### src/design/vfld_pkg.sv
// shared types, codes and element attribute helpers for the vertex format layout decoder
package vfld_pkg;

  // element kinds in emission order
  typedef enum logic [2:0] {
    K_POS    = 3'd0,
    K_BLENDW = 3'd1,
    K_BLENDI = 3'd2,
    K_NORMAL = 3'd3,
    K_PSIZE  = 3'd4,
    K_DIFF   = 3'd5,
    K_SPEC   = 3'd6,
    K_TEX    = 3'd7
  } kind_e;

  localparam int unsigned NumKinds = 8;

  // semantic codes
  localparam logic [2:0] SEM_POS    = 3'd0;
  localparam logic [2:0] SEM_POST   = 3'd1;
  localparam logic [2:0] SEM_BLENDW = 3'd2;
  localparam logic [2:0] SEM_BLENDI = 3'd3;
  localparam logic [2:0] SEM_NORMAL = 3'd4;
  localparam logic [2:0] SEM_PSIZE  = 3'd5;
  localparam logic [2:0] SEM_COLOR  = 3'd6;
  localparam logic [2:0] SEM_TEX    = 3'd7;

  // element format codes
  localparam logic [2:0] FMT_F4    = 3'd0;
  localparam logic [2:0] FMT_F3    = 3'd1;
  localparam logic [2:0] FMT_F1    = 3'd2;
  localparam logic [2:0] FMT_U8X4  = 3'd3;
  localparam logic [2:0] FMT_UN8X4 = 3'd4;
  localparam logic [2:0] FMT_F2    = 3'd5;

  // format code fields
  localparam logic [31:0] PosMask     = 32'h0000_400E;
  localparam logic [31:0] PosXyz      = 32'h0000_0002;
  localparam logic [31:0] PosXyzrhw   = 32'h0000_0004;
  localparam int unsigned BitNormal   = 4;
  localparam int unsigned BitPsize    = 5;
  localparam int unsigned BitDiffuse  = 6;
  localparam int unsigned BitSpecular = 7;
  localparam int unsigned TexLsb      = 8;
  localparam int unsigned TexMsb      = 11;

  typedef struct packed {
    logic       element_valid;
    logic [2:0] semantic;
    logic [3:0] semantic_index;
    logic [2:0] element_format;
    logic [7:0] byte_offset;
    logic [4:0] attribute_location;
    logic [7:0] vertex_stride;
    logic       last_element;
  } result_t;

  typedef struct packed {
    logic load;   // take a new format code
    logic step;   // emit one result into the output register
  } cmd_t;

  typedef struct packed {
    logic slot_free;  // output register can take a result this cycle
    logic last;       // the result emitted on step is the final one
  } status_t;

  typedef struct packed {
    logic [2:0] sem;
    logic [2:0] fmt;
    logic [4:0] size;
  } attr_t;

  function automatic attr_t kind_attr(kind_e k, logic xyzrhw);
    attr_t a;
    case (k)
      K_POS: begin
        a.sem  = xyzrhw ? SEM_POST : SEM_POS;
        a.fmt  = xyzrhw ? FMT_F4 : FMT_F3;
        a.size = xyzrhw ? 5'd16 : 5'd12;
      end
      K_BLENDW: a = '{sem: SEM_BLENDW, fmt: FMT_F1,    size: 5'd4};
      K_BLENDI: a = '{sem: SEM_BLENDI, fmt: FMT_U8X4,  size: 5'd4};
      K_NORMAL: a = '{sem: SEM_NORMAL, fmt: FMT_F3,    size: 5'd12};
      K_PSIZE:  a = '{sem: SEM_PSIZE,  fmt: FMT_F1,    size: 5'd4};
      K_DIFF:   a = '{sem: SEM_COLOR,  fmt: FMT_UN8X4, size: 5'd4};
      K_SPEC:   a = '{sem: SEM_COLOR,  fmt: FMT_UN8X4, size: 5'd4};
      K_TEX:    a = '{sem: SEM_TEX,    fmt: FMT_F2,    size: 5'd8};
      default:  a = '{sem: SEM_POS,    fmt: FMT_F4,    size: 5'd0};
    endcase
    return a;
  endfunction

  // lowest pending kind
  function automatic kind_e first_kind(logic [NumKinds-1:0] pend);
    kind_e k;
    k = K_POS;
    for (int i = NumKinds - 1; i >= 0; i--) begin
      if (pend[i]) k = kind_e'(3'(i));
    end
    return k;
  endfunction

endpackage

### src/design/vfld_if.sv
// valid/ready channel interfaces for format codes and layout results
interface vfld_in_if;
  logic        valid;
  logic        ready;
  logic [31:0] format_code;

  modport source (output valid, output format_code, input ready);
  modport sink   (input valid, input format_code, output ready);
endinterface

interface vfld_out_if import vfld_pkg::*; ();
  logic    valid;
  logic    ready;
  result_t result;

  modport source (output valid, output result, input ready);
  modport sink   (input valid, input result, output ready);
endinterface

### src/design/vertex_format_layout_decoder.sv
// top level of the vertex format layout decoder: controller, datapath and assertions
// throughput: one result per cycle while the output is not held back, n results per code
//   (n = 1..26, one for an empty code); the next code is accepted the cycle after the last
//   result enters the output register, as the controller walks a code one element at a time
// reset: rst_ni clears controller state and the output valid; payload registers are not reset
module vertex_format_layout_decoder import vfld_pkg::*; (
  input  logic  clk_i,
  input  logic  rst_ni,
  vfld_in_if.sink    in_i,
  vfld_out_if.source out_o
);

  cmd_t    cmd;
  status_t sts;

  // controller: idle waits for a code, walk steps one element per free output slot
  vfld_ctrl u_ctrl (
    .clk_i      (clk_i),
    .rst_ni     (rst_ni),
    .in_valid_i (in_i.valid),
    .in_ready_o (in_i.ready),
    .sts_i      (sts),
    .cmd_o      (cmd)
  );

  // datapath: decodes the code on load, walks the element list and holds the output item
  vfld_dp u_dp (
    .clk_i         (clk_i),
    .rst_ni        (rst_ni),
    .format_code_i (in_i.format_code),
    .cmd_i         (cmd),
    .sts_o         (sts),
    .out_ready_i   (out_o.ready),
    .out_valid_o   (out_o.valid),
    .result_o      (out_o.result)
  );

`ifndef SYNTHESIS
  // load and step are exclusive
  a_cmd_excl: assert property (@(posedge clk_i) disable iff (!rst_ni)
    !(cmd.load && cmd.step)) else $error("load and step asserted together");

  // a step never overwrites an item that is still waiting
  a_step_free: assert property (@(posedge clk_i) disable iff (!rst_ni)
    cmd.step |-> sts.slot_free) else $error("step into occupied output register");

  // a code is walked before the next one is taken
  a_one_code: assert property (@(posedge clk_i) disable iff (!rst_ni)
    (in_i.valid && in_i.ready) |=> !in_i.ready) else $error("input ready right after accept");

  // the empty marker is always the final item
  a_empty_last: assert property (@(posedge clk_i) disable iff (!rst_ni)
    (out_o.valid && !out_o.result.element_valid) |-> out_o.result.last_element)
    else $error("empty item without last mark");
`endif

endmodule

### src/design/vfld_ctrl.sv
// controller state machine: sequences load and per-element steps
module vfld_ctrl import vfld_pkg::*; (
  input  logic    clk_i,
  input  logic    rst_ni,
  input  logic    in_valid_i,
  output logic    in_ready_o,
  input  status_t sts_i,
  output cmd_t    cmd_o
);

  typedef enum logic {
    ST_IDLE,
    ST_WALK
  } state_e;

  state_e state_q, state_d;

  assign in_ready_o = (state_q == ST_IDLE);

  always_comb begin
    cmd_o   = '0;
    state_d = state_q;
    case (state_q)
      ST_IDLE: begin
        cmd_o.load = in_valid_i;
        if (in_valid_i) state_d = ST_WALK;
      end
      ST_WALK: begin
        cmd_o.step = sts_i.slot_free;
        if (sts_i.slot_free && sts_i.last) state_d = ST_IDLE;
      end
      default: state_d = ST_IDLE;
    endcase
  end

  always_ff @(posedge clk_i or negedge rst_ni) begin
    if (!rst_ni) begin
      state_q <= ST_IDLE;
    end else begin
      state_q <= state_d;
    end
  end

endmodule

### src/design/vfld_dp.sv
// datapath: format decode, element walk registers and output register
module vfld_dp import vfld_pkg::*; (
  input  logic        clk_i,
  input  logic        rst_ni,
  input  logic [31:0] format_code_i,
  input  cmd_t        cmd_i,
  output status_t     sts_o,
  input  logic        out_ready_i,
  output logic        out_valid_o,
  output result_t     result_o
);

  // walk state
  kind_e                kind_q;
  logic [3:0]           idx_q;
  logic [NumKinds-1:0]  pend_q;
  logic [7:0]           off_q;
  logic [4:0]           loc_q;
  logic [7:0]           stride_q;
  logic [2:0]           wcnt_q;
  logic [3:0]           tcnt_q;
  logic                 xyzrhw_q;
  logic                 out_valid_q;
  result_t              res_q;

  // decode of the incoming code
  logic [31:0]          pos;
  logic                 is_xyz, is_xyzrhw, is_blend;
  logic [2:0]           wcnt;
  logic [3:0]           tcnt;
  logic [NumKinds-1:0]  present;
  logic [7:0]           stride;

  always_comb begin
    pos       = format_code_i & PosMask;
    is_xyz    = (pos == PosXyz);
    is_xyzrhw = (pos == PosXyzrhw);
    // xyz plus 1..5 blend weights
    is_blend  = !pos[14] && (pos[3:1] >= 3'd3);
    wcnt      = is_blend ? (pos[3:1] - 3'd2) : 3'd0;
    tcnt      = format_code_i[TexMsb:TexLsb];
    present   = {tcnt != 4'd0, format_code_i[BitSpecular], format_code_i[BitDiffuse],
                 format_code_i[BitPsize], format_code_i[BitNormal],
                 wcnt != 3'd0, wcnt != 3'd0, is_xyz | is_xyzrhw | is_blend};
    stride    = ((is_xyz || is_blend) ? 8'd12 : (is_xyzrhw ? 8'd16 : 8'd0))
              + {3'd0, wcnt, 2'b00}
              + ((wcnt != 3'd0) ? 8'd4 : 8'd0)
              + (format_code_i[BitNormal]   ? 8'd12 : 8'd0)
              + (format_code_i[BitPsize]    ? 8'd4  : 8'd0)
              + (format_code_i[BitDiffuse]  ? 8'd4  : 8'd0)
              + (format_code_i[BitSpecular] ? 8'd4  : 8'd0)
              + {1'b0, tcnt, 3'b000};
  end

  // advance of the walk
  attr_t               attr;
  logic [3:0]          idx_nxt;
  logic                kind_done;
  logic [NumKinds-1:0] rem;
  logic                pend_empty;
  logic                last;
  result_t             res_d;

  always_comb begin
    attr       = kind_attr(kind_q, xyzrhw_q);
    idx_nxt    = idx_q + 4'd1;
    kind_done  = !((kind_q == K_BLENDW) && (idx_nxt < {1'b0, wcnt_q}))
              && !((kind_q == K_TEX) && (idx_nxt < tcnt_q));
    rem        = kind_done ? (pend_q & ~(NumKinds'(1) << kind_q)) : pend_q;
    pend_empty = (pend_q == '0);
    last       = pend_empty || (rem == '0);

    if (pend_empty) begin
      res_d              = '0;
      res_d.last_element = 1'b1;
    end else begin
      res_d.element_valid      = 1'b1;
      res_d.semantic           = attr.sem;
      res_d.semantic_index     = (kind_q == K_SPEC) ? 4'd1 : idx_q;
      res_d.element_format     = attr.fmt;
      res_d.byte_offset        = off_q;
      res_d.attribute_location = loc_q;
      res_d.vertex_stride      = stride_q;
      res_d.last_element       = last;
    end
  end

  assign sts_o.slot_free = !out_valid_q || out_ready_i;
  assign sts_o.last      = last;

  always_ff @(posedge clk_i) begin
    if (cmd_i.load) begin
      kind_q   <= first_kind(present);
      idx_q    <= '0;
      pend_q   <= present;
      off_q    <= '0;
      loc_q    <= '0;
      stride_q <= stride;
      wcnt_q   <= wcnt;
      tcnt_q   <= tcnt;
      xyzrhw_q <= is_xyzrhw;
    end else if (cmd_i.step) begin
      kind_q <= kind_done ? first_kind(rem) : kind_q;
      idx_q  <= kind_done ? 4'd0 : idx_nxt;
      pend_q <= rem;
      off_q  <= off_q + {3'd0, attr.size};
      loc_q  <= loc_q + 5'd1;
    end
    if (cmd_i.step) res_q <= res_d;
  end

  always_ff @(posedge clk_i or negedge rst_ni) begin
    if (!rst_ni) begin
      out_valid_q <= 1'b0;
    end else if (cmd_i.step) begin
      out_valid_q <= 1'b1;
    end else if (out_ready_i) begin
      out_valid_q <= 1'b0;
    end
  end

  assign out_valid_o = out_valid_q;
  assign result_o    = res_q;

endmodule

### src/flat_wrapper.sv
// flat-port wrapper written by rule: the top's interface ports become plain ports
module vertex_format_layout_decoder_flat import vfld_pkg::*;
  (clk_i, rst_ni, in_i_valid, in_i_format_code, in_i_ready, out_o_valid, out_o_result, out_o_ready);
  vfld_in_if in_i_i ();
  vfld_out_if out_o_i ();
  input  logic clk_i;
  input  logic rst_ni;
  input wire logic [$bits(in_i_i.valid)-1:0] in_i_valid;
  input wire logic [$bits(in_i_i.format_code)-1:0] in_i_format_code;
  output wire logic [$bits(in_i_i.ready)-1:0] in_i_ready;
  output wire logic [$bits(out_o_i.valid)-1:0] out_o_valid;
  output wire logic [$bits(out_o_i.result)-1:0] out_o_result;
  input wire logic [$bits(out_o_i.ready)-1:0] out_o_ready;
  assign in_i_i.valid = in_i_valid;
  assign in_i_i.format_code = in_i_format_code;
  assign in_i_ready = in_i_i.ready;
  assign out_o_valid = out_o_i.valid;
  assign out_o_result = out_o_i.result;
  assign out_o_i.ready = out_o_ready;
  vertex_format_layout_decoder u_core (.clk_i(clk_i), .rst_ni(rst_ni), .in_i(in_i_i), .out_o(out_o_i));
endmodule
### config.mk
export PLATFORM = sky130hd
export DESIGN_NAME = vertex_format_layout_decoder_flat
export DESIGN_NICKNAME = d
export VERILOG_FILES = /design/src/design/vfld_pkg.sv /design/src/design/vfld_if.sv /design/src/design/vertex_format_layout_decoder.sv /design/src/design/vfld_ctrl.sv /design/src/design/vfld_dp.sv /design/src/flat_wrapper.sv
export SDC_FILE = /design/constraint.sdc
export NUM_CORES = 1
export LEC_CHECK = 0
export BUFFER_PORTS_ARGS = -buffer_cell sky130_fd_sc_hd__buf_2
export CORE_MARGIN = 5
export CORE_UTILIZATION = 45
export DETAILED_ROUTE_END_ITERATION = 16
export GPL_ROUTABILITY_DRIVEN = 0
export HOLD_SLACK_MARGIN = 0.08
export PLACE_DENSITY_LB_ADDON = 0.12
export SKIP_LAST_GASP = 1
export SLEW_MARGIN = 40
export SYNTH_ARGS = -nofsm -noshare
export SYNTH_HDL_FRONTEND = slang
export SYNTH_SLANG_ARGS = --single-unit
### constraint.sdc
create_clock -name clk_i -period 2.7 [get_ports clk_i]
set_input_delay 0.54 -clock clk_i [delete_from_list [all_inputs] [get_ports clk_i]]
set_output_delay 0.54 -clock clk_i [all_outputs]
set_load 0.05 [all_outputs]
# --- Yosys cells after proc, flatten, opt, wreduce, memory -nomap -nowiden ---
# Cells that the tools add are included.
op_classes:
  addsub: 11
  n_lt_le_gt_ge: 3
  eq_ne: 9
  n_shift: 1
  n_mux: 43
  bitwise: 5
  reduce_logical: 23
ops:
  columns: ["op", "count"]
  rows:
  - ["$pmux 11 s7", 1]
  - ["$mux 3", 23]
  - ["$mux 33", 1]
  - ["$add 8x3->8", 3]
  - ["$mux 8", 3]
  - ["$logic_not 8->1", 2]
  - ["$mux 5", 3]
  - ["$eq 3x3->1 const B", 4]
  - ["$mux 4", 3]
  - ["$add 7x4->8", 1]
  - ["$add 8x5->8", 1]
  - ["$add 8x7->8", 1]
  - ["$and 8x8->8", 1]
  - ["$mux 1", 8]
  - ["$not 8->8", 1]
  - ["$shl 1x3->8 const A", 1]
  - ["$add 6x3->7", 1]
  - ["$add 5x5->6", 1]
  - ["$eq 3x2->1 const B", 2]
  - ["$reduce_bool 2->1", 3]
  - ["$add 5x1->5 const B", 1]
  - ["$logic_and 1x1->1", 5]
  - ["$add 4x1->4 const B", 1]
  - ["$eq 4x1->1 const B", 1]
  - ["other kinds (16)", 23]
word_totals:
  register_bits: 79
  inputBits: 36
  out_inout_bits: 35
  elab_cells: 115

# --- Depth between registers and ports, before layout ---
# Gate-level depths: netlist of the first run.
logic_depth:
  word_depth: 17
  depth_mapped: 19
  ltp_nobuf: 18

# --- Modules after synthesis ---
# A second synthesis of the first run with hierarchy kept.
unflattened:
  cells_unflattened: 349
  hier_area_um2: 3836.2
by_module_without_submodules:
  columns: ["mod", "n_inst", "cells_per_inst", "area_per_inst_um2"]
  rows:
  - ["vfld_dp", 1, 343, 3777.4]
  - ["vfld_ctrl", 1, 6, 58.8]

# --- Least setup slack after synthesis of the first run ---
# OpenSTA, ideal clock, no wires.
synth_path:
  kind: "input-to-reg"
  from: "input in_i_format_code[3]"
  to: "register u_core.u_dp.stride_q[7], data pin"
  setup_time_ps: 258
  t_arrival_ps: 3502
  required_ps: 2442
  slack_ps: -1059
  stages: 19
  path_cell_list: "buf_2 inv_1 ha_1 nand2b_1 a21oi_1 nor3_1 inv_1 fa_1 inv_1 ha_1 inv_1 fa_1 inv_1 ha_1 nor2b_1 a21o_1 a21o_1 a21oi_1 xnor2_1"
synth_via:
  elab_chain_cells: 11
  word_cells_on_any_way: 18
  cone_classes: "add/sub: 8; order compare: 1; eq/ne: 2; mux: 4; reduce/logical: 3"
synth_rtl:
  columns: ["item", "line_no", "rtl"]
  rows:
  - ["start, declared", "flat_wrapper.sv:9", "input wire logic [$bits(in_i_i.format_code)-1:0] in_i_format_code;"]
  - ["$ge 3x2->1", "vfld_dp.sv:39", "is_blend = !pos[14] && (pos[3:1] >= 3'd3);"]
  - ["$logic_and 1x1->1", "vfld_dp.sv:39", null]
  - ["$logic_or 1x1->1 / $mux 3 (equally long branches)", "vfld_dp.sv:45, vfld_dp.sv:40", null]
  - ["$mux 5 / $reduce_bool 3->1 (equally long branches)", "vfld_dp.sv:45, vfld_dp.sv:47", null]
  - ["$add 5x5->6 / $mux 3 (equally long branches)", "vfld_dp.sv:46, vfld_dp.sv:47", null]
  - ["$add 6x3->7 (*)", "vfld_dp.sv:47", "+ ((wcnt != 3'd0) ? 8'd4 : 8'd0)"]
  - ["$add 7x4->8 (*)", "vfld_dp.sv:48", "+ (format_code_i[BitNormal] ? 8'd12 : 8'd0)"]
  - ["$add 8x3->8 (*)", "vfld_dp.sv:49", "+ (format_code_i[BitPsize] ? 8'd4 : 8'd0)"]
  - ["$add 8x3->8 (*)", "vfld_dp.sv:50", "+ (format_code_i[BitDiffuse] ? 8'd4 : 8'd0)"]
  - ["$add 8x3->8 (*)", "vfld_dp.sv:51", "+ (format_code_i[BitSpecular] ? 8'd4 : 8'd0)"]
  - ["$add 8x7->8 (*)", "vfld_dp.sv:52", "+ {1'b0, tcnt, 3'b000};"]
  - ["named net u_core.u_dp.stride[7]", "vfld_dp.sv:32", "logic [7:0] stride;"]
  - ["end signal, assigned", "vfld_dp.sv:98", "stride_q <= stride;"]
  - ["end, declared", "vfld_dp.sv:19", "logic [7:0] stride_q;"]
# Mark *: on every way through the listed nets, which the timed path passes. The rest lies on a longest branch.
# A chain may end at the register's enable or synchronous reset.

# --- Worst setup path in the final report of the first run ---
# Same ends and word-level chain as after synthesis.

==> metrics.txt, run 1 <==
Reg clk slew, reported paths 0.07 ns; Final ANT Viol Nets 0; root buf cell clkbuf_8; Post-DP HPWL 5.92 mm; power per cell area 786 nW/um^2; Post-Syn Area per Cell 11.0 sq um; Worst Setup Slack, final -0.383 ns; initial antenna violation count 0; Critical Setup Path Class input port to flop; Crit. End Element flop; TritonCTS Sinks 71; post-synth top area share 41.2%; startpoint types input port; hold depth 1; Logic pwr share 39.2%; buffers added on ports 46; Final nets 503; Critical Path Slowest Stage Cell fa_1; CORE AREA 8640 sq um; CP max FO 3; Worst path max stage delay 0.42 ns; CP startpoint in_i_format_code[3]; Filler cells 754; static leakage 2.08 nW; area post-placement 4550 sq um; Synth async-reset ratio 2.82%; most used flip-flop cell after synthesis edfxtp_1; wire per inst 14.3 um; final hold vios 0; worst reg-to-reg path cell count 9; #FFs+latches synth 71; main area contributors after synthesis edfxtp_1 41%, dfxtp_1 7.6%, ha_1 7.0%; unrepaired setup endpoints after global routing yes; failing checks negative setup slack; highest clock rate 0.324 GHz; Layout Cell Area excl Fill 4850 sq um; Post-Syn Area 3930 sq um; Clock Skew 0.00772 ns; CP bufs+invs 6; Final Util 56.1%; Seq/Total Area, Yosys 50.1%; IO Count 71; CTS tree yes; CTS H-tree lvls 3; vias per cell 5.11; final-report max-slew violation count 0; NetSw 1.40 mW; most instantiated cells after synthesis 54 x edfxtp_1, 30 x inv_1, 25 x nand2_1; sequential power share 41.4%; class of the worst hold path input port to flop; period utilisation layout 114%; # rows 34; gr ovfl total 0; Hold Path Origin in_i_format_code[10]; antenna cells 0; DRT Wirelength 7.90 mm; Netlist cell types 64; Final Critical Period 3.08 ns; clock power share 19.4%; gr usage total 15.7%; VDD IR max 0.272 mV; vias in the first global route 2678; crit-path cells buf_8, inv_4, ha_4, nand2b_4, a21oi_4, nor3_4, inv_1, fa_1, inv_1, ha_2, inv_2, fa_2, inv_2, ha_4, nor2b_4, a21o_1, a21o_1, a21oi_2, xnor2_1; Residual DRC 0; cell accounting for the most synthesized area edfxtp_1; Critical Path Stages 19; die area 10700 sq um; synth warn 0; relative slew slack 63.2%; max_cap viols 0; most numerous cell in the Yosys netlist edfxtp_1; Int Pwr 2.40 mW; Reg2Reg Setup Slack 0.24 ns; first-pass GRT wire length 12.8 mm; initial detailed-routing violation count 203; Starting Density 45.5%; DIE HEIGHT 103 um; Pre-Repair DR Iteration Count 6; Multi-input gate area 1890 sq um; Reg-to-Reg Start u_core.u_dp.idx_q[1]; WP data arrival 3.18 ns; Clock Latency Late Sink 0.34 ns; Worst path top cell family by delay adder cells; worst hold slack 0.428 ns; area growth from synthesis to layout 23.3%; CTS Buf Count 9; outcome finished with violations; register area 1970 sq um; die width 103 um; Post-Synthesis Cells 357; Required @ worst endpoint 2.80 ns; share of cells above drive strength 1 31.2%; largest net degree at the start of global routing 27; vias 2817; sw frac 36.9%; CTS Buffer Depth 2; number of enable flip-flop cells after synthesis 54; final setup fails 4; Worst Tran Pin Value 0.546 ns
==> cell usage in the layout (no fill, tap or decap), types with 10 or more instances in the layout <==
master / count
dfxtp_1: 15
o21ai_0: 12
and2_1: 19
ha_1: 17
nand3_1: 10
nor2_1: 16
edfxtp_1: 54
buf_2: 44
nand2_1: 25
inv_1: 26
a21oi_1: 15
buf_4: 39
==> routing by layer <==
metal  GRT usage (%)  vias to the layer above  routed length, um
met5               0                        -                  0
met4            5.78                        0                127
met3            3.82                       11                424
met2            25.2                       70               3800
met1            20.5                     1302               3550
li1                -                     1434                  -
==> kinds of logic after synthesis <==
logic type	Yosys count	synth area share (%)
buffers and inverters	50	5.82
flip-flops	71	50.1
XOR/XNOR	12	2.67
AO/OA/AOI/OAI	68	12.2
multiplexers	5	1.37
adder cells (fa/ha/maj)	29	10.6
AND/OR/NAND/NOR	121	17.1
other	1	0.0954
==> final timing paths <==
path,to
max,u_core.u_dp.stride_q[7]
min,u_core.u_dp.tcnt_q[2]
max reg2reg,u_core.u_dp.kind_q[1]
min reg2reg,u_core.u_dp.off_q[2]
max in group asynchronous,u_core.u_dp.out_valid_o
min in group asynchronous,u_core.u_ctrl.state_q
==> registers in the layout (all words and copies together) (netlist names) <==
signal	count
u_core.u_dp.pend_q	8
u_core.u_dp.xyzrhw_q	1
u_core.u_dp.loc_q	5
u_core.u_dp.idx_q	4
u_core.u_ctrl.state_q	1
u_core.u_dp.tcnt_q	4
u_core.u_dp.result_o	29
u_core.u_dp.off_q	6
u_core.u_dp.wcnt_q	3
u_core.u_dp.out_valid_o	1
u_core.u_dp.stride_q	6
u_core.u_dp.kind_q	3
==> what timing repair did <==
item                                    CTS  global route
hold endpoints to repair                  2             0
setup buffers                             0             1
endpoints found under the setup margin    5             4
resized for setup                        12             5
hold buffers                              1             0
pin swaps                                 9             6
==> power groups by stage <==
stage / Sequential (mW) / Combinational [mW] / Clock [mW]
3_3_place_gp: 1.60 / 1.41 / 0
4_1_cts: 1.58 / 1.46 / 0.765
5_1_grt: 1.61 / 1.64 / 0.807
2_1_floorplan: 1.85 / 0.838 / 0
6_report: 1.58 / 1.49 / 0.739
3_5_place_dp: 1.60 / 1.43 / 0
==> area by class of cell <==
class,count,area share (%)
Tap cell,108,2.79
Sequential cell,71,40.7
Timing Repair Buffer,87,11.6
Clock buffer,9,2.55
Multi-Input combinational cell,239,39.1
Clock inverter,7,0.981
Inverter,30,2.37
==> through the flow <==
step | instances | setup WS, ns | setup TNS, ns | total power [mW]
4_1_cts | 550 | -0.382 | -0.802 | 3.80
3_3_place_gp | 533 | -0.855 | -3.33 | 3.00
6_report | 551 | -0.383 | -0.935 | 3.81
2_1_floorplan | 360 | -0.787 | -2.60 | 2.68
3_5_place_dp | 533 | -0.902 | -3.49 | 3.04
5_1_grt | 551 | -0.479 | -1.24 | 4.06
Power figures use the tool's default switching activity.
==> inputs of run 2 (changes only) <==
--- a/config.mk
+++ b/config.mk
@@ -6,8 +6,10 @@
 export NUM_CORES = 1
 export LEC_CHECK = 0
 export BUFFER_PORTS_ARGS = -buffer_cell sky130_fd_sc_hd__buf_2
+export CELL_PAD_IN_SITES_DETAIL_PLACEMENT = 1
+export CELL_PAD_IN_SITES_GLOBAL_PLACEMENT = 2
 export CORE_MARGIN = 5
-export CORE_UTILIZATION = 45
+export CORE_UTILIZATION = 36
 export DETAILED_ROUTE_END_ITERATION = 16
 export GPL_ROUTABILITY_DRIVEN = 0
 export HOLD_SLACK_MARGIN = 0.08
==> run 2 against run 1 <==
  * Flip-flop and latch count is the same
  * Final cell count grew 7.1%
  * Sequential power is essentially flat
  * Hold slack lost 0.014 ns
  * Non-clock buffer count grew 7
  * Sequential share of layout area shrank 0.75 points
  * The flow still finishes with violations (negative setup slack)
  * Via count grew 4.0%
==> metrics.txt, run 2 (same netlist as run 1, synthesis figures left out) <==
first-pass GRT wire length 15.3 mm; highest clock rate 0.322 GHz; area growth from synthesis to layout 25.6%; Final Util 45.8%; CTS Buf Count 9; CTS tree yes; # rows 38; buffers added on ports 46; Clock Latency Late Sink 0.36 ns; Final ANT Viol Nets 0; vias 2931; final hold vios 0; CTS Buffer Depth 2; Placed Cells 569; wire per inst 15.6 um; CORE AREA 10800 sq um; Critical Setup Path Class input port to flop; GR Util met2 25.9%; GRT Max-Usage Layer met2; gr ovfl total 0; Pre-Repair DR Iteration Count 4; die area 13100 sq um; max reg flops 29; Post-DP HPWL 7.04 mm; initial detailed-routing violation count 104; power per cell area 788 nW/um^2; Final nets 510; antenna cells 0; sequential power share 40.7%; Worst Setup Slack, final -0.404 ns; unrepaired setup endpoints after global routing yes; most common cell after layout, fill and taps aside edfxtp_1; Critical Path Slowest Stage Cell fa_1; crit-path cells buf_8, inv_4, ha_4, nor3_4, buf_4, nor3_2, inv_1, fa_1, inv_1, ha_2, inv_2, fa_2, inv_2, ha_4, nor2b_4, a21o_1, a21o_1, a21oi_2, xnor2_1; gr usage total 15.0%; worst hold slack 0.413 ns; Crit. End Element flop; NetSw 1.45 mW; Cell Count, Final, Fillers Out 590; DIE HEIGHT 115 um; Int Pwr 2.44 mW; WP data arrival 3.22 ns; VDD IR max 0.307 mV; IO Count 71; Starting Density 36.4%; Clock Skew 0.00950 ns; Required @ worst endpoint 2.82 ns; routing usage on met1 18.5%; CP bufs+invs 7; DRT Wirelength 9.23 mm; share of cells above drive strength 1 32.2%; max_cap viols 0; relative slew slack 60.7%; failing checks negative setup slack; sw frac 37.3%; clock power share 19.4%; root buf cell clkbuf_8; vias per cell 4.97; initial antenna violation count 0; Worst path max stage delay 0.42 ns; period utilisation layout 115%; Residual DRC 0; Worst path top cell family by delay adder cells; highest-count cells in the layout ignoring fill and taps 54 x edfxtp_1, 44 x buf_2, 44 x buf_4; CTS H-tree lvls 3; hold depth 1; CP max FO 3; Reg clk slew, reported paths 0.08 ns; Filler cells 1201; static leakage 2.12 nW; vias in the first global route 3095; die width 115 um; Final Critical Period 3.10 ns; Worst Tran Pin Value 0.589 ns; Logic pwr share 39.9%; final-report max-slew violation count 0; outcome finished with violations; final setup fails 4; GR Util met3 2.01%; startpoint types input port; TritonCTS Sinks 71; worst reg-to-reg path cell count 9; class of the worst hold path input port to flop; largest net degree at the start of global routing 42; Critical Path Stages 19
run 2: repair_timing:
action,CTS,global route
setup endpoints to repair,5,4
endpoints found under the hold margin,2,0
pin swaps,9,7
gates resized for setup,11,4
hold buffers,1,0
setup buffers,2,2
run 2: final timing paths:
check	slack [ns]	end	startpoint
max	-0.40	u_core.u_dp.stride_q[7]	in_i_format_code[3]
min	0.41	u_core.u_dp.tcnt_q[2]	in_i_format_code[10]
max reg2reg	0.18	u_core.u_dp.kind_q[1]	u_core.u_dp.idx_q[1]
min reg2reg	0.49	u_core.u_dp.off_q[2]	u_core.u_dp.off_q[2]
max in group asynchronous	2.11	u_core.u_ctrl.state_q	rst_ni
min in group asynchronous	0.49	u_core.u_dp.out_valid_o	rst_ni
run 2: power by group through the flow:
| stage | logic (mW) | registers [mW] | clock network, mW |
|---|---|---|---|
| after floorplan | 0.838 | 1.85 | 0 |
| after global placement | 1.43 | 1.60 | 0 |
| after detailed placement | 1.47 | 1.61 | 0 |
| after CTS | 1.54 | 1.59 | 0.784 |
| after global routing | 1.72 | 1.61 | 0.820 |
| final | 1.55 | 1.58 | 0.756 |
run 2: per-stage QoR:
step	cell area (sq um)	total power [mW]	setup TNS (ns)	setup slack [ns]
after floorplan	4030	2.68	-2.60	-0.787
after global placement	4640	3.03	-3.37	-0.864
after detailed placement	4640	3.08	-3.67	-0.925
after CTS	4900	3.91	-0.834	-0.375
after global routing	4940	4.15	-1.53	-0.527
final	4940	3.89	-1.12	-0.404
run 2: cell type report:
type | count | area [sq um] | share of cell area, %
inverter | 30 | 115 | 2.33
clock inverter | 7 | 50.0 | 1.01
multi-input combinational | 239 | 1870 | 37.9
tap | 140 | 175 | 3.55
clock buffer | 9 | 124 | 2.51
sequential | 71 | 1970 | 39.9
timing repair buffer | 94 | 629 | 12.7
run 2: routing by layer:
metal / routed length, um / part of all wire [%]
met1: 4060 / 44
met2: 4620 / 50
met3: 394 / 4.3
met4: 153 / 1.7
met5: 0 / 0
==> inputs of run 3 (changes only) <==
--- a/config.mk
+++ b/config.mk
@@ -8,7 +8,6 @@
 export BUFFER_PORTS_ARGS = -buffer_cell sky130_fd_sc_hd__buf_2
 export CELL_PAD_IN_SITES_DETAIL_PLACEMENT = 1
 export CELL_PAD_IN_SITES_GLOBAL_PLACEMENT = 2
-export CORE_MARGIN = 5
 export CORE_UTILIZATION = 36
 export DETAILED_ROUTE_END_ITERATION = 16
 export GPL_ROUTABILITY_DRIVEN = 0
==> run 3 against run 2 <==
  * The flow still finishes with violations (negative setup slack)
  * Via count is 0.55% lower
  * Highest routed layer unchanged
  * Global-route usage grew 2.5 points
  * Clock-buffer cell count up 3
  * Maximum frequency down 0.36%
  * Hold slack better by 0.0056 ns
  * Wire length fell by 1.4%
  * Clock skew fell by 0.0012 ns
==> metrics.txt, run 3 (same netlist as run 1, synthesis figures left out) <==
power per cell area 818 nW/um^2; CTS tree yes; hold depth 1; die area 11300 sq um; Critical Path Slowest Stage Cell fa_1; Residual DRC 0; CTS Buffer Depth 2; Worst path max stage delay 0.42 ns; worst reg-to-reg path cell count 9; Reg clk slew, reported paths 0.07 ns; CTS H-tree lvls 3; Post-DP HPWL 6.86 mm; Worst Tran Pin Value 0.651 ns; initial antenna violation count 0; sequential power share 39.0%; wire per inst 15.6 um; clock power share 21.9%; Final ANT Viol Nets 0; outcome finished with violations; final hold vios 0; static leakage 2.13 nW; TritonCTS Sinks 71; IO Count 71; startpoint types input port; Critical Setup Path Class input port to flop; first-pass GRT wire length 15.0 mm; # rows 37; CTS Buf Count 9; largest net degree at the start of global routing 25; gr ovfl total 0; vias per cell 4.98; area post-placement 4600 sq um; die width 107 um; Final Critical Period 3.12 ns; Pre-Repair DR Iteration Count 4; highest-count cells in the layout ignoring fill and taps 54 x edfxtp_1, 44 x buf_2, 42 x buf_4; sw frac 35.6%; final setup fails 4; Clock Skew 0.00832 ns; Worst Setup Slack, final -0.416 ns; share of cells above drive strength 1 32.1%; CP max FO 3; Reg-to-Reg Start u_core.u_dp.idx_q[0]; Layout Cell Area excl Fill 4960 sq um; Hold EP u_core.u_dp.tcnt_q[2]; period utilisation layout 115%; Logic pwr share 39.1%; antenna cells 0; root buf cell clkbuf_8; class of the worst hold path input port to flop; WP data arrival 3.22 ns; unrepaired setup endpoints after global routing yes; Final nets 509; vias in the first global route 3007; buffers added on ports 46; DRT Wirelength 9.10 mm; max_cap viols 0; gr usage total 17.4%; initial detailed-routing violation count 120; Int Pwr 2.61 mW; Clock Latency Late Sink 0.35 ns; relative slew slack 56.1%; Setup WS pre-CTS -0.911 ns; area growth from synthesis to layout 26.2%; most common cell after layout, fill and taps aside edfxtp_1; Reg2Reg Setup Slack 0.19 ns; highest clock rate 0.321 GHz; Crit. End Element flop; Starting Density 37.6%; DIE HEIGHT 107 um; CORE AREA 10500 sq um; failing checks negative setup slack; VDD IR max 0.333 mV; final-report max-slew violation count 0; max reg flops 29; NetSw 1.45 mW; Hold Path Origin in_i_format_code[10]; crit-path cells buf_8, inv_4, ha_4, nand2b_4, a21oi_4, nor3_4, inv_1, fa_1, inv_1, ha_2, inv_2, fa_2, inv_2, ha_4, buf_4, buf_6, a41o_1, a21oi_2, xnor2_1; Required @ worst endpoint 2.80 ns; vias 2915; reg2reg end u_core.u_dp.kind_q[1]
==> run 3: changes by cell type in the layout (fill, tap and decap cells not counted), sizes merged <==
cell	previous run	this run
clkinv	5	1
clkbuf	9	12
buf	93	92
bufinv	0	1
==> run 3: cell type report <==
type                            count  area, sq um
Clock buffer                       12          155
Clock inverter                      4         53.8
Fill cell                        1194         5500
Inverter                           30          115
Multi-Input combinational cell    239         1880
Sequential cell                    71         1970
Tap cell                          136          170
Timing Repair Buffer               93          617
==> run 3: per-layer routing <==
layer  vias up  GRT usage (%)  routed length [um]  part of all wire [%]
met4         0           7.93                 124                   1.4
met1      1403           22.0                4220                    46
met5         -              0                   0                     0
met3         8           3.00                 331                   3.6
li1       1441              -                   -                     -
met2        63           29.1                4430                    49
==> run 3: power groups by stage <==
stage,combinational (mW),clock [mW],sequential (mW)
after global routing,1.75,0.954,1.62
after CTS,1.55,0.915,1.59
after global placement,1.42,0,1.60
after detailed placement,1.45,0,1.61
after floorplan,0.838,0,1.85
final,1.59,0.888,1.58
==> run 3: through the flow <==
stage | total power [mW] | TNS [ns] | util (%) | std cells | hold WS [ns]
detailed placement | 3.06 | -3.58 | 43.9 | 562 | 0.329
floorplan | 2.68 | -2.60 | - | 360 | 0.244
CTS | 4.05 | -0.881 | 47.2 | 582 | 0.399
global placement | 3.02 | -3.44 | 43.9 | 562 | 0.328
finish | 4.06 | -1.49 | 47.5 | 585 | 0.419
global route | 4.32 | -1.84 | 47.5 | 585 | 0.409
==> run 3: critical path, delay by kind of cell <==
kind | cells | cell delay [ns]
xor+xnor | 1 | 0.08
simple gates | 2 | 0.23
fa+ha+maj | 5 | 1.36
buf+inv | 8 | 0.60
compound gates | 3 | 0.39
==> run 3: worst max-delay path by stage <==
stage	slack [ns]	from	to
3_3_place_gp	-0.87	in_i_format_code[3]	u_core.u_dp.stride_q[7]
4_1_cts	-0.38	in_i_format_code[3]	u_core.u_dp.stride_q[7]
2_1_floorplan	-0.79	in_i_format_code[3]	u_core.u_dp.stride_q[7]
6_report	-0.42	in_i_format_code[3]	u_core.u_dp.stride_q[6]
3_5_place_dp	-0.91	in_i_format_code[3]	u_core.u_dp.stride_q[7]
5_1_grt	-0.52	in_i_format_code[3]	u_core.u_dp.stride_q[6]
==> run 3: timing repair <==
| item | in CTS | in global routing |
|---|---|---|
| endpoints found under the setup margin | 5 | 4 |
| hold buffers | 1 | 0 |
| gates resized for setup | 19 | 1 |
| endpoints found under the hold margin | 2 | 0 |
| setup buffers | 3 | 3 |
| pin swaps | 13 | 6 |
